<file path="config.mk">
export PLATFORM = sky130hd
export DESIGN_NAME = integer_pixel_replication_upscaler_unit
export DESIGN_NICKNAME = d
export VERILOG_FILES = /design/src/design/ipru_pkg.sv /design/src/design/ipru_front.sv /design/src/design/ipru_job_queue.sv /design/src/design/ipru_back.sv /design/src/design/integer_pixel_replication_upscaler_unit.sv
export SDC_FILE = /design/constraint.sdc
export NUM_CORES = 1
export LEC_CHECK = 0
export BUFFER_PORTS_ARGS = -buffer_cell sky130_fd_sc_hd__buf_4
export CAP_MARGIN = 20
export CORE_MARGIN = 2
export CORE_UTILIZATION = 35
export CTS_CLUSTER_DIAMETER = 40
export CTS_CLUSTER_SIZE = 40
export DETAILED_ROUTE_END_ITERATION = 16
export PLACE_DENSITY_LB_ADDON = 0.25
export SYNTH_ARGS = -nofsm -noshare
export SYNTH_HDL_FRONTEND = slang
export SYNTH_SLANG_ARGS = --single-unit
</file>
<file path="constraint.sdc">
create_clock -name clk -period 10 [get_ports clk]
set_clock_uncertainty 0.05 [all_clocks]
set_input_delay 0 -clock clk [delete_from_list [all_inputs] [get_ports clk]]
set_output_delay 0 -clock clk [all_outputs]
set_load 0.05 [all_outputs]
</file>
<file path="src/design/ipru_pkg.sv">
// ----------------------------------------------------------------------------
// ipru_pkg
// shared types and constants of the integer pixel replication upscaler
// ----------------------------------------------------------------------------
package ipru_pkg;

    // frame limits
    localparam int MAX_WIDTH   = 1024;
    localparam int MAX_HEIGHT  = 1024;
    localparam int PIXEL_BITS  = 32;
    localparam int MIN_FACTOR  = 2;
    localparam int MAX_FACTOR  = 8;

    // field widths
    localparam int CFG_W       = 11;
    localparam int FACTOR_W    = 4;
    localparam int INDEX_W     = 26;
    localparam int CFG_INDEX_W = 2;

    // derived widths
    localparam int WCL_W   = $clog2(MAX_WIDTH + 1);
    localparam int HCL_W   = $clog2(MAX_HEIGHT + 1);
    localparam int COL_W   = $clog2(MAX_WIDTH);
    localparam int ROW_W   = $clog2(MAX_HEIGHT);
    localparam int LINE_W  = $clog2(MAX_WIDTH * MAX_FACTOR + 1);
    localparam int SKIP_W  = $clog2(MAX_WIDTH * (MAX_FACTOR * MAX_FACTOR - MAX_FACTOR) + 1);
    localparam int STEP_W  = $clog2(MAX_FACTOR);

    // job queue depth
    localparam int QUEUE_DEPTH = 4;
    localparam int QPTR_W      = $clog2(QUEUE_DEPTH);
    localparam int QCNT_W      = $clog2(QUEUE_DEPTH + 1);

    // register indexes
    localparam logic [CFG_INDEX_W-1:0] REG_SRC_WIDTH    = 2'd0;
    localparam logic [CFG_INDEX_W-1:0] REG_SRC_HEIGHT   = 2'd1;
    localparam logic [CFG_INDEX_W-1:0] REG_SCALE_FACTOR = 2'd2;

    // register reset values
    localparam logic [CFG_W-1:0]    RST_SRC_WIDTH    = 11'd160;
    localparam logic [CFG_W-1:0]    RST_SRC_HEIGHT   = 11'd120;
    localparam logic [FACTOR_W-1:0] RST_SCALE_FACTOR = 4'd2;

    // configuration as written
    typedef struct packed {
        logic [CFG_W-1:0]    src_width;
        logic [CFG_W-1:0]    src_height;
        logic [FACTOR_W-1:0] scale_factor;
    } cfg_t;

    // one classified pixel, ready for replication
    typedef struct packed {
        logic [INDEX_W-1:0]    base;
        logic [PIXEL_BITS-1:0] pixel;
        logic [STEP_W-1:0]     last_step;   // factor minus one
        logic [LINE_W-1:0]     line;        // destination line pitch
        logic                  frame_last;
    } job_t;

    // queue status toward the back end
    typedef struct packed {
        logic full;
        logic empty;
    } queue_status_t;

endpackage

</file>
<file path="src/design/ipru_front.sv">
// ----------------------------------------------------------------------------
// ipru_front
// accepts source pixels, tracks raster position and builds replication jobs
// ----------------------------------------------------------------------------
module ipru_front
(
    input  logic                          clk,
    input  logic                          rst_n,
    input  ipru_pkg::cfg_t                cfg,
    input  logic                          accept,
    input  logic [ipru_pkg::PIXEL_BITS-1:0] pixel_value,
    output ipru_pkg::job_t                job
);

    logic [ipru_pkg::COL_W-1:0]   column_count_reg, column_count_next;
    logic [ipru_pkg::ROW_W-1:0]   row_count_reg, row_count_next;
    logic [ipru_pkg::INDEX_W-1:0] dest_base_reg, dest_base_next;

    logic [ipru_pkg::WCL_W-1:0]    w;
    logic [ipru_pkg::HCL_W-1:0]    h;
    logic [ipru_pkg::FACTOR_W-1:0] f;
    logic [5:0]                    kf;
    logic [ipru_pkg::LINE_W-1:0]   line;
    logic [ipru_pkg::SKIP_W-1:0]   skip;
    logic                          last_col, last_row;

    // f*f - f, the line skip factor at the end of a source line
    function automatic logic [5:0] skip_factor(input logic [ipru_pkg::FACTOR_W-1:0] fv);
        logic [7:0] sq;
        sq = 8'(fv) * 8'(fv) - 8'(fv);
        return sq[5:0];
    endfunction

    always_comb
    begin
        if (cfg.src_width == '0)
            w = ipru_pkg::WCL_W'(1);
        else if (int'(cfg.src_width) > ipru_pkg::MAX_WIDTH)
            w = ipru_pkg::WCL_W'(ipru_pkg::MAX_WIDTH);
        else
            w = ipru_pkg::WCL_W'(cfg.src_width);

        if (cfg.src_height == '0)
            h = ipru_pkg::HCL_W'(1);
        else if (int'(cfg.src_height) > ipru_pkg::MAX_HEIGHT)
            h = ipru_pkg::HCL_W'(ipru_pkg::MAX_HEIGHT);
        else
            h = ipru_pkg::HCL_W'(cfg.src_height);

        if (int'(cfg.scale_factor) < ipru_pkg::MIN_FACTOR)
            f = ipru_pkg::FACTOR_W'(ipru_pkg::MIN_FACTOR);
        else if (int'(cfg.scale_factor) > ipru_pkg::MAX_FACTOR)
            f = ipru_pkg::FACTOR_W'(ipru_pkg::MAX_FACTOR);
        else
            f = cfg.scale_factor;
    end

    assign kf   = skip_factor(f);
    assign line = ipru_pkg::LINE_W'(w) * ipru_pkg::LINE_W'(f);
    assign skip = ipru_pkg::SKIP_W'(w) * ipru_pkg::SKIP_W'(kf);

    assign last_col = ((ipru_pkg::WCL_W + 1)'(column_count_reg) + 1'b1)
                      >= (ipru_pkg::WCL_W + 1)'(w);
    assign last_row = ((ipru_pkg::HCL_W + 1)'(row_count_reg) + 1'b1)
                      >= (ipru_pkg::HCL_W + 1)'(h);

    always_comb
    begin
        job.base       = dest_base_reg;
        job.pixel      = pixel_value;
        job.last_step  = ipru_pkg::STEP_W'(f - 1'b1);
        job.line       = line;
        job.frame_last = last_col && last_row;

        column_count_next = column_count_reg;
        row_count_next    = row_count_reg;
        dest_base_next    = dest_base_reg;
        if (accept)
        begin
            if (last_col)
            begin
                column_count_next = '0;
                if (last_row)
                begin
                    row_count_next = '0;
                    dest_base_next = '0;
                end
                else
                begin
                    row_count_next = row_count_reg + 1'b1;
                    dest_base_next = dest_base_reg + ipru_pkg::INDEX_W'(f)
                                     + ipru_pkg::INDEX_W'(skip);
                end
            end
            else
            begin
                column_count_next = column_count_reg + 1'b1;
                dest_base_next    = dest_base_reg + ipru_pkg::INDEX_W'(f);
            end
        end
    end

    always_ff @(posedge clk or negedge rst_n)
    begin
        if (!rst_n)
        begin
            column_count_reg <= '0;
            row_count_reg    <= '0;
            dest_base_reg    <= '0;
        end
        else
        begin
            column_count_reg <= column_count_next;
            row_count_reg    <= row_count_next;
            dest_base_reg    <= dest_base_next;
        end
    end

endmodule

</file>
<file path="src/design/ipru_job_queue.sv">
// ----------------------------------------------------------------------------
// ipru_job_queue
// short job queue between the front and back ends
// ----------------------------------------------------------------------------
module ipru_job_queue
(
    input  logic                    clk,
    input  logic                    rst_n,
    input  logic                    wr_en,
    input  ipru_pkg::job_t          wr_job,
    input  logic                    rd_en,
    output ipru_pkg::job_t          rd_job,
    output ipru_pkg::queue_status_t status
);

    ipru_pkg::job_t slot_reg [ipru_pkg::QUEUE_DEPTH];

    logic [ipru_pkg::QPTR_W-1:0] wr_ptr_reg, rd_ptr_reg;
    logic [ipru_pkg::QCNT_W-1:0] count_reg;

    assign status.full  = (count_reg == ipru_pkg::QCNT_W'(ipru_pkg::QUEUE_DEPTH));
    assign status.empty = (count_reg == '0);
    assign rd_job       = slot_reg[rd_ptr_reg];

    // slots hold payload only
    always_ff @(posedge clk)
    begin
        if (wr_en)
            slot_reg[wr_ptr_reg] <= wr_job;
    end

    always_ff @(posedge clk or negedge rst_n)
    begin
        if (!rst_n)
        begin
            wr_ptr_reg <= '0;
            rd_ptr_reg <= '0;
            count_reg  <= '0;
        end
        else
        begin
            if (wr_en)
                wr_ptr_reg <= (int'(wr_ptr_reg) == ipru_pkg::QUEUE_DEPTH - 1)
                              ? '0 : wr_ptr_reg + 1'b1;
            if (rd_en)
                rd_ptr_reg <= (int'(rd_ptr_reg) == ipru_pkg::QUEUE_DEPTH - 1)
                              ? '0 : rd_ptr_reg + 1'b1;
            if (wr_en && !rd_en)
                count_reg <= count_reg + 1'b1;
            else if (rd_en && !wr_en)
                count_reg <= count_reg - 1'b1;
        end
    end

endmodule

</file>
<file path="src/design/ipru_back.sv">
// ----------------------------------------------------------------------------
// ipru_back
// walks the factor-by-factor block of the head job, one write per cycle while the result word is taken
// ----------------------------------------------------------------------------
module ipru_back
(
    input  logic                              clk,
    input  logic                              rst_n,
    input  ipru_pkg::job_t                    job,
    input  logic                              job_valid,
    output logic                              job_done,
    input  logic                              pop,
    output logic                              empty,
    output logic [ipru_pkg::INDEX_W-1:0]      dest_index,
    output logic [ipru_pkg::PIXEL_BITS-1:0]   write_value,
    output logic                              run_last,
    output logic                              frame_end
);

    logic [ipru_pkg::STEP_W-1:0]  col_step_reg, col_step_next;
    logic [ipru_pkg::STEP_W-1:0]  row_step_reg, row_step_next;
    logic [ipru_pkg::SKIP_W-1:0]  row_off_reg, row_off_next;
    logic                         out_valid_reg;
    logic [ipru_pkg::INDEX_W-1:0] index_reg;
    logic [ipru_pkg::PIXEL_BITS-1:0] value_reg;
    logic                         run_last_reg, frame_end_reg;

    logic advance, issue, row_wrap, col_wrap;

    // output word moves on when the slot is free or being taken
    assign advance  = !out_valid_reg || pop;
    assign issue    = advance && job_valid;
    assign row_wrap = (row_step_reg == job.last_step);
    assign col_wrap = (col_step_reg == job.last_step);
    assign job_done = issue && row_wrap && col_wrap;

    always_comb
    begin
        col_step_next = col_step_reg;
        row_step_next = row_step_reg;
        row_off_next  = row_off_reg;
        if (issue)
        begin
            if (row_wrap)
            begin
                row_step_next = '0;
                row_off_next  = '0;
                col_step_next = col_wrap ? '0 : col_step_reg + 1'b1;
            end
            else
            begin
                row_step_next = row_step_reg + 1'b1;
                row_off_next  = row_off_reg + ipru_pkg::SKIP_W'(job.line);
            end
        end
    end

    always_ff @(posedge clk or negedge rst_n)
    begin
        if (!rst_n)
        begin
            col_step_reg  <= '0;
            row_step_reg  <= '0;
            row_off_reg   <= '0;
            out_valid_reg <= 1'b0;
        end
        else
        begin
            col_step_reg <= col_step_next;
            row_step_reg <= row_step_next;
            row_off_reg  <= row_off_next;
            if (advance)
                out_valid_reg <= job_valid;
        end
    end

    always_ff @(posedge clk)
    begin
        if (issue)
        begin
            index_reg     <= job.base + ipru_pkg::INDEX_W'(col_step_reg)
                             + ipru_pkg::INDEX_W'(row_off_reg);
            value_reg     <= job.pixel;
            run_last_reg  <= row_wrap && col_wrap;
            frame_end_reg <= row_wrap && col_wrap && job.frame_last;
        end
    end

    assign empty       = !out_valid_reg;
    assign dest_index  = index_reg;
    assign write_value = value_reg;
    assign run_last    = run_last_reg;
    assign frame_end   = frame_end_reg;

endmodule

</file>
<file path="src/design/integer_pixel_replication_upscaler_unit.sv">
// ----------------------------------------------------------------------------
// integer_pixel_replication_upscaler_unit
// nearest-neighbor integer upscaler: one source pixel in, factor^2 writes out
// ----------------------------------------------------------------------------
// source pixels enter in raster order through a push/full port and each one
// leaves as factor*factor destination writes through an empty/pop port,
// column offset outer and row offset inner, the last write of each pixel
// flagged by run_last and the last write of the frame also by frame_end;
// the output side gives one write per clock while writes are popped, set
// by the single write slot of the back end; the front end classifies a
// pixel in its accept cycle and a four-entry job queue lets it take up to
// four pixels ahead of the writes; the first write of a pixel reaches the
// result ports through the job queue and the output register of the back
// end; registers take effect on the next pixel, and the user, not the
// block, sees that they are written only while the block is idle
// ----------------------------------------------------------------------------
module integer_pixel_replication_upscaler_unit
(
    input  logic                                clk,
    input  logic                                rst_n,
    // configuration write port
    input  logic                                cfg_write,
    input  logic [ipru_pkg::CFG_INDEX_W-1:0]    cfg_index,
    input  logic [ipru_pkg::CFG_W-1:0]          cfg_data,
    // source pixel words
    input  logic                                push,
    output logic                                full,
    input  logic [ipru_pkg::PIXEL_BITS-1:0]     pixel_value,
    // destination write words
    output logic                                empty,
    input  logic                                pop,
    output logic [ipru_pkg::INDEX_W-1:0]        dest_index,
    output logic [ipru_pkg::PIXEL_BITS-1:0]     write_value,
    output logic                                run_last,
    output logic                                frame_end
);

    ipru_pkg::cfg_t          cfg_reg;
    ipru_pkg::job_t          front_job, head_job;
    ipru_pkg::queue_status_t q_status;

    logic accept;
    logic job_done;

    // register file: writes beyond the list are dropped
    always_ff @(posedge clk or negedge rst_n)
    begin
        if (!rst_n)
        begin
            cfg_reg.src_width    <= ipru_pkg::RST_SRC_WIDTH;
            cfg_reg.src_height   <= ipru_pkg::RST_SRC_HEIGHT;
            cfg_reg.scale_factor <= ipru_pkg::RST_SCALE_FACTOR;
        end
        else if (cfg_write)
        begin
            case (cfg_index)
                ipru_pkg::REG_SRC_WIDTH:    cfg_reg.src_width    <= cfg_data;
                ipru_pkg::REG_SRC_HEIGHT:   cfg_reg.src_height   <= cfg_data;
                ipru_pkg::REG_SCALE_FACTOR: cfg_reg.scale_factor <=
                                                cfg_data[ipru_pkg::FACTOR_W-1:0];
                default:                    cfg_reg <= cfg_reg;
            endcase
        end
    end

    // a pixel is taken whenever the job queue has room
    assign full   = q_status.full;
    assign accept = push && !q_status.full;

    // raster position and job build
    ipru_front u_front
    (
        .clk         (clk),
        .rst_n       (rst_n),
        .cfg         (cfg_reg),
        .accept      (accept),
        .pixel_value (pixel_value),
        .job         (front_job)
    );

    // decouples pixel intake from write issue
    ipru_job_queue u_queue
    (
        .clk    (clk),
        .rst_n  (rst_n),
        .wr_en  (accept),
        .wr_job (front_job),
        .rd_en  (job_done),
        .rd_job (head_job),
        .status (q_status)
    );

    // block walk and output register
    ipru_back u_back
    (
        .clk         (clk),
        .rst_n       (rst_n),
        .job         (head_job),
        .job_valid   (!q_status.empty),
        .job_done    (job_done),
        .pop         (pop),
        .empty       (empty),
        .dest_index  (dest_index),
        .write_value (write_value),
        .run_last    (run_last),
        .frame_end   (frame_end)
    );

endmodule

</file>
## After elaboration in Yosys (flattened, before gate mapping)

Memories as Yosys holds them, arrays and structs flattened.
Cells that the tools add are included.

- Add/subtract/negate cells: 17
- Multipliers: 3
- Magnitude comparators: 6
- Equality and inequality tests: 7
- Multiplexer cells: 19
- Reductions and logical operators: 25

Operators with widths:

| cell | number |
|---|---|
| $add 26x16->26 | 2 |
| $mux 26 | 2 |
| $mux 11 | 4 |
| $add 26x3->26 | 1 |
| $add 26x4->26 | 1 |
| $ge 12x11->1 | 2 |
| $add 10x1->11 const B | 2 |
| $gt 11x11->1 const B | 2 |
| $logic_not 11->1 | 2 |
| $add 10x1->10 const B | 2 |
| $mux 10 | 2 |
| $add 16x14->16 | 1 |
| $mul 11x6->16 | 1 |
| $mux 16 | 1 |
| $mul 11x4->14 | 1 |
| $mux 3 | 4 |
| $reduce_and 2->1 | 5 |
| $add 3x1->3 const B | 3 |
| $logic_and 1x1->1 | 9 |
| $mux 4 | 2 |
| $eq 2x1->1 const B | 3 |
| $eq 3x3->1 | 2 |
| $mul 4x4->6 | 1 |
| $sub 3x1->3 const B | 2 |
| other kinds (13) | 20 |

- Register bits: 162
- RAM bits: 304
- Bits of input ports: 50
- Output and inout bits: 62
- Word-level logic and storage cells: 95
- Memories kept: 1

Memory list:

| name | depth | bits a word | rd ports | clocked after Yosys merged registers in | wr ports | RTL line | text |
|---|---|---|---|---|---|---|---|
| u_queue.slot_reg | 4 | 76 | 1 | 0 | 1 | ipru_job_queue.sv:16 | `ipru_pkg::job_t slot_reg [ipru_pkg::QUEUE_DEPTH];` |

## Longest topological paths before layout

- Depth in word-level cells: 9
- Depth in mapped cells: 36
- Gate-level depth less buffers: 35

## Modules after synthesis

A second synthesis with hierarchy kept.

- Cells, all modules: 1874
- Area total of the unflattened synthesis: 24807.5 sq um

By module, submodules not included:

| module | instances | cells an instance | area each (sq um) | seq. area each (sq um) |
|---|---|---|---|---|
| ipru_job_queue | 1 | 435 | 11394.7 | 9303.9 |
| ipru_front | 1 | 990 | 7772.5 | 1151.1 |
| ipru_back | 1 | 390 | 4594.4 | 2377.3 |
| integer_pixel_replication_upscaler_unit | 1 | 59 | 1046.0 | 659.4 |

## Least setup slack after synthesis

No wires, ideal clock.

- Path kind: reg2reg
- Start: register cfg_reg[1] in the netlist's numbering
- End: register u_front.dest_base_reg[23] in the netlist's numbering
- Library setup time: 79 ps
- Data arrival time: 8383 ps
- Required time: 9871 ps
- Setup slack: 1487 ps
- Stages on the path, launching flop included: 34
- Buffers on the path: 2
- Period minus slack after synthesis: 8513 ps
- Cells stage by stage: dfstp_2 inv_1 a21oi_1 inv_1 buf_1 ha_1 fa_1 fa_1 a21o_1 a21oi_1 xnor2_1 clkbuf_1 nand2b_1 fa_1 fa_1 fa_1 inv_1 fa_1 a21o_1 a21oi_1 o21bai_1 a21oi_1 o21ai_0 a21oi_1 mux2i_1 o2111ai_1 ha_1 and3_1 o311ai_0 a31oi_1 o221ai_1 or3_1 a211o_1 mux2i_1

- Longest elaborated chain between the ends: 9
- Elaborated cells on any way between the ends: 11
- Those cells by class: add/sub: 3; mul: 2; order compare: 2; mux: 4

Ends and longest elaborated chain:

| item | RTL line | text |
|---|---|---|
| start: declaration | integer_pixel_replication_upscaler_unit.sv:38 | `ipru_pkg::cfg_t cfg_reg;` |
| start signal: assignment | integer_pixel_replication_upscaler_unit.sv:61 | `default: cfg_reg <= cfg_reg;` |
| $gt 4x4->1 | ipru_front.sv:52 | `else if (int'(cfg.scale_factor) > ipru_pkg::MAX_FACTOR)` |
| $mux 4 | ipru_front.sv:52 |  |
| $mux 4 * | ipru_front.sv:50 | `if (int'(cfg.scale_factor) < ipru_pkg::MIN_FACTOR)` |
| $mul 4x4->6 | ipru_front.sv:30 | `sq = 8'(fv) * 8'(fv) - 8'(fv);` |
| $sub 6x4->6 | ipru_front.sv:30 |  |
| $mul 11x6->16 | ipru_front.sv:60 | `assign skip = ipru_pkg::SKIP_W'(w) * ipru_pkg::SKIP_W'(kf);` |
| $add 26x16->26 | ipru_front.sv:92 | `+ ipru_pkg::INDEX_W'(skip);` |
| $mux 26 | ipru_front.sv:83 | `if (last_row)` |
| $mux 26 * | ipru_front.sv:80 | `if (last_col)` |
| end signal: assignment | ipru_front.sv:115 | `dest_base_reg <= dest_base_next;` |
| end: declaration | ipru_front.sv:17 | `logic [ipru_pkg::INDEX_W-1:0] dest_base_reg, dest_base_next;` |

Mark *: on every way between the ends. The rest lies on a longest branch, timed or not.
A chain may end at the register's enable or synchronous reset.

## Worst setup path after layout

- Start: register cfg_reg[3] in the netlist's numbering
- End: register u_front.dest_base_reg[23] in the netlist's numbering

Same word-level chain as after synthesis.

==> results.yml <==
routing:
  iteration_0_drc_count_of_the_detailed_router: 898
  post-route-drc-count: 0
  drt_pre_antenna_iters: 5
  drt_wirelength_um: 54000
  wl_met2_um: 26200
  met3RoutedLength_um: 2440
  wl_met1_um: 24100
  vias_per_cell: 5.04
  vias: 15500
  route.top_layer_used: "met4"
  post_drt_wl_per_cell_um: 17.6
  final_antenna_net_count: 0
clock_network:
  htreeDepth: 3
  later_pin_clock_latency_in_the_skew_report_ns: 0.63
  tritoncts.num_buffers: 72
  clockRootBuffer: "sky130_fd_sc_hd__clkbuf_16"
  clk_pin_slew_ns: 0.07
  cts_buffer_depth: 3
  clock_tree_from_tritoncts: "yes"
  clkSinkCount: 466
global_route:
  grt_max_degree: 72
  grt_pass1_wl_um: 86300
  grt_util_all_layers_pct: 15.2
  grt_antenna_before_repair: 0
  number_of_global_route_vias_before_repair: 15900
  grt_overflow: 0
worst_setup_path:
  timing.critical_path.required_ns: 10.50
  timing_worst_setup_path_type: "reg -> reg"
  critPathTopFamily: "adder cells"
  capturing_element_type_of_the_critical_path: "flop"
  timing.critical_path.slowest_cell_delay_ns: 0.54
  crit_arrival_ns: 9.74
  worstSetupStartpointType: "flop"
  slowest_cell_on_the_critical_path: "sky130_fd_sc_hd__fa_1"
  critPathMostFrequentCell: "sky130_fd_sc_hd__fa_1"
  critical_path_peak_fanout: 13
  timing.critical_path.buf_inv: 3
final_layout:
  final_common_cell: "sky130_fd_sc_hd__edfxtp_1"
  seq_area_mm2: 0.0135
  fillCellCount: 6396
  finalNetCount: 2331
  drive_above_1_share_pct: 18.3
  largest_reg_flops: 304
  mostFrequentLayoutCells: "sky130_fd_sc_hd__edfxtp_1, sky130_fd_sc_hd__nand2_1, sky130_fd_sc_hd__ha_1, sky130_fd_sc_hd__inv_1, sky130_fd_sc_hd__nor2_1"
  antenna-diode-count: 0
  multi_input_area_mm2: 0.0103
  flow.area_growth_from_synthesis_pct: 20.5
sta:
  post-route-period-util_pct: 92.5
  timing.final.setup_violations: 0
  grt_setup_unrepaired: "no"
  min_period_ns: 9.25
  timing.slew.headroom_pct: 34.1
  slew_violations: 0
  clock.fmax_mhz: 108
  worst_pin_slew_ns: 0.989
  final-hold-violation-count: 0
  tns_ns: 0
run:
  max_cap_violations: 0
die:
  die-width_um: 269
  top_level_ports: 112
  die_h_um: 269
  die-area_mm2: 0.0723
  std_cell_rows: 97
  core_area_mm2: 0.0698
  floorplan.initialDensity_pct: 35.2
logic_synthesis:
  post_synth_main_area_contributors: "sky130_fd_sc_hd__edfxtp_1, sky130_fd_sc_hd__dfrtp_1, sky130_fd_sc_hd__ha_1, sky130_fd_sc_hd__mux4_2, sky130_fd_sc_hd__fa_1"
  synth-seq-area-share_pct: 54.9
  yosys.area.top_type_share_pct: 44.5
  syn-mean-instance-area_um2: 13.1
  synth_warn: 0
  async_reset_ff_share_pct: 21.9
  netlist-cell-type-count: 75
  syn_area_mm2: 0.0246
  total_of_flip_flops_plus_latches_after_synthesis: 466
  post-synth-top-area-cell: "sky130_fd_sc_hd__edfxtp_1"
  syn_inst: 1875
  most_used_dff_post_synth: "sky130_fd_sc_hd__edfxtp_1"
  number_of_enable_type_register_cells_in_the_synthesized_netlist: 364
placement:
  routability_cong: 0.865
  place_hpwl_um: 37300
  port_buffers: 111
min_path:
  timing.hold.worst.class: "in -> reg"
outcome:
  run_status: "complete, no violations"
metrics by stage:
step / hold slack [ns] / cells / area, µm² / setup WS, ns / utilization, %
floorplan: -0.346 / 1876 / 24600 / 1.49 / -
global placement: 0.00303 / 2885 / 26500 / 0.833 / 38.0
detailed placement: 0.00850 / 2885 / 26500 / 0.653 / 38.0
CTS: 0.0465 / 3074 / 29600 / 0.646 / 42.4
global route: 0.0718 / 3074 / 29600 / 0.000812 / 42.4
finish: 0.0840 / 3074 / 29600 / 0.755 / 42.4
cell usage after synthesis, types with 12 or more instances:
cell and n:
sky130_fd_sc_hd__inv_1 139, sky130_fd_sc_hd__o21ai_0 76, sky130_fd_sc_hd__clkbuf_1 44, sky130_fd_sc_hd__a31oi_1 19
sky130_fd_sc_hd__nand3_1 35, sky130_fd_sc_hd__nor2_1 135, sky130_fd_sc_hd__a21oi_1 64, sky130_fd_sc_hd__nand2b_1 15
sky130_fd_sc_hd__nor3_1 19, sky130_fd_sc_hd__and2_1 27, sky130_fd_sc_hd__o31ai_1 12, sky130_fd_sc_hd__ha_1 151
sky130_fd_sc_hd__nand2_1 154, sky130_fd_sc_hd__xnor2_1 76, sky130_fd_sc_hd__and3_1 13, sky130_fd_sc_hd__nor2b_1 22
sky130_fd_sc_hd__xor2_1 34, sky130_fd_sc_hd__dfrtp_1 95, sky130_fd_sc_hd__edfxtp_1 364, sky130_fd_sc_hd__mux2_2 31
sky130_fd_sc_hd__mux4_2 74, sky130_fd_sc_hd__a21o_1 23, sky130_fd_sc_hd__fa_1 56
timing repair:
| action | CTS | global route |
|---|---|---|
| hold buffers | 55 | 0 |
| buffers inserted | 0 | 0 |
| endpoints found under the setup margin | 0 | 2 |
| endpoints found under the hold margin | 210 | 0 |
| resized for setup | 0 | 2 |
cell type report:
type / instances / area share [%]
tap: 940 / 3.97
clock inverter: 50 / 2.22
multi-input combinational: 1209 / 34.9
timing repair buffer: 184 / 5.19
clock buffer: 84 / 6.34
sequential: 466 / 45.6
inverter: 141 / 1.80
path summary, 6_finish.rpt:
kind,start,slack [ns],cells after the start,endpoint
setup / recovery,cfg_reg[3],0.75,32,u_front.dest_base_reg[23]
hold / removal,pixel_value[26],0.08,2,u_queue.slot_reg[0][44]
setup reg to reg,cfg_reg[3],0.75,32,u_front.dest_base_reg[23]
hold reg to reg,u_queue.count_reg[2],0.46,1,u_queue.count_reg[2]
max in group asynchronous,rst_n,8.59,4,u_queue.rd_ptr_reg[0]
min in group asynchronous,rst_n,0.44,4,u_front.dest_base_reg[6]
worst reg2reg max path: cells and delay by family (launching register included):
| kind | cells | cell delay (ns) |
|---|---|---|
| AOI/OAI and AO/OA | 13 | 2.61 |
| xor gates and xnor gates | 1 | 0.28 |
| adders and majority gates | 8 | 3.63 |
| buffers and inverters | 3 | 0.53 |
| DFF | 1 | 0.50 |
| muxes | 2 | 0.35 |
| and+or+nand+nor | 5 | 1.28 |
routing by layer:
| layer | vias up | GRT usage [%] |
|---|---|---|
| met2 | 358 | 26.2 |
| met3 | 99 | 2.81 |
| met1 | 7709 | 19.6 |
| met5 | - | 0 |
| met4 | 0 | 4.44 |
| li1 | 7315 | - |
cells by family (layout without fill, tap and decap cells):
family                   after synthesis  in the layout  synth area share [%]
XOR/XNOR                             110            110                  3.92
AO/OA/AOI/OAI                        300            300                  8.07
adder cells (fa/ha/maj)              207            207                  12.3
flip-flops                           466            466                  54.9
AND/OR/NAND/NOR                      478            478                  9.17
other                                  1              2                0.0153
buffers and inverters                201            459                  3.13
multiplexers                         112            112                  8.49
Power is left out: the tool's default activity adds up to more than one toggle a clock period on the data nets, which glitch-free logic cannot reach.
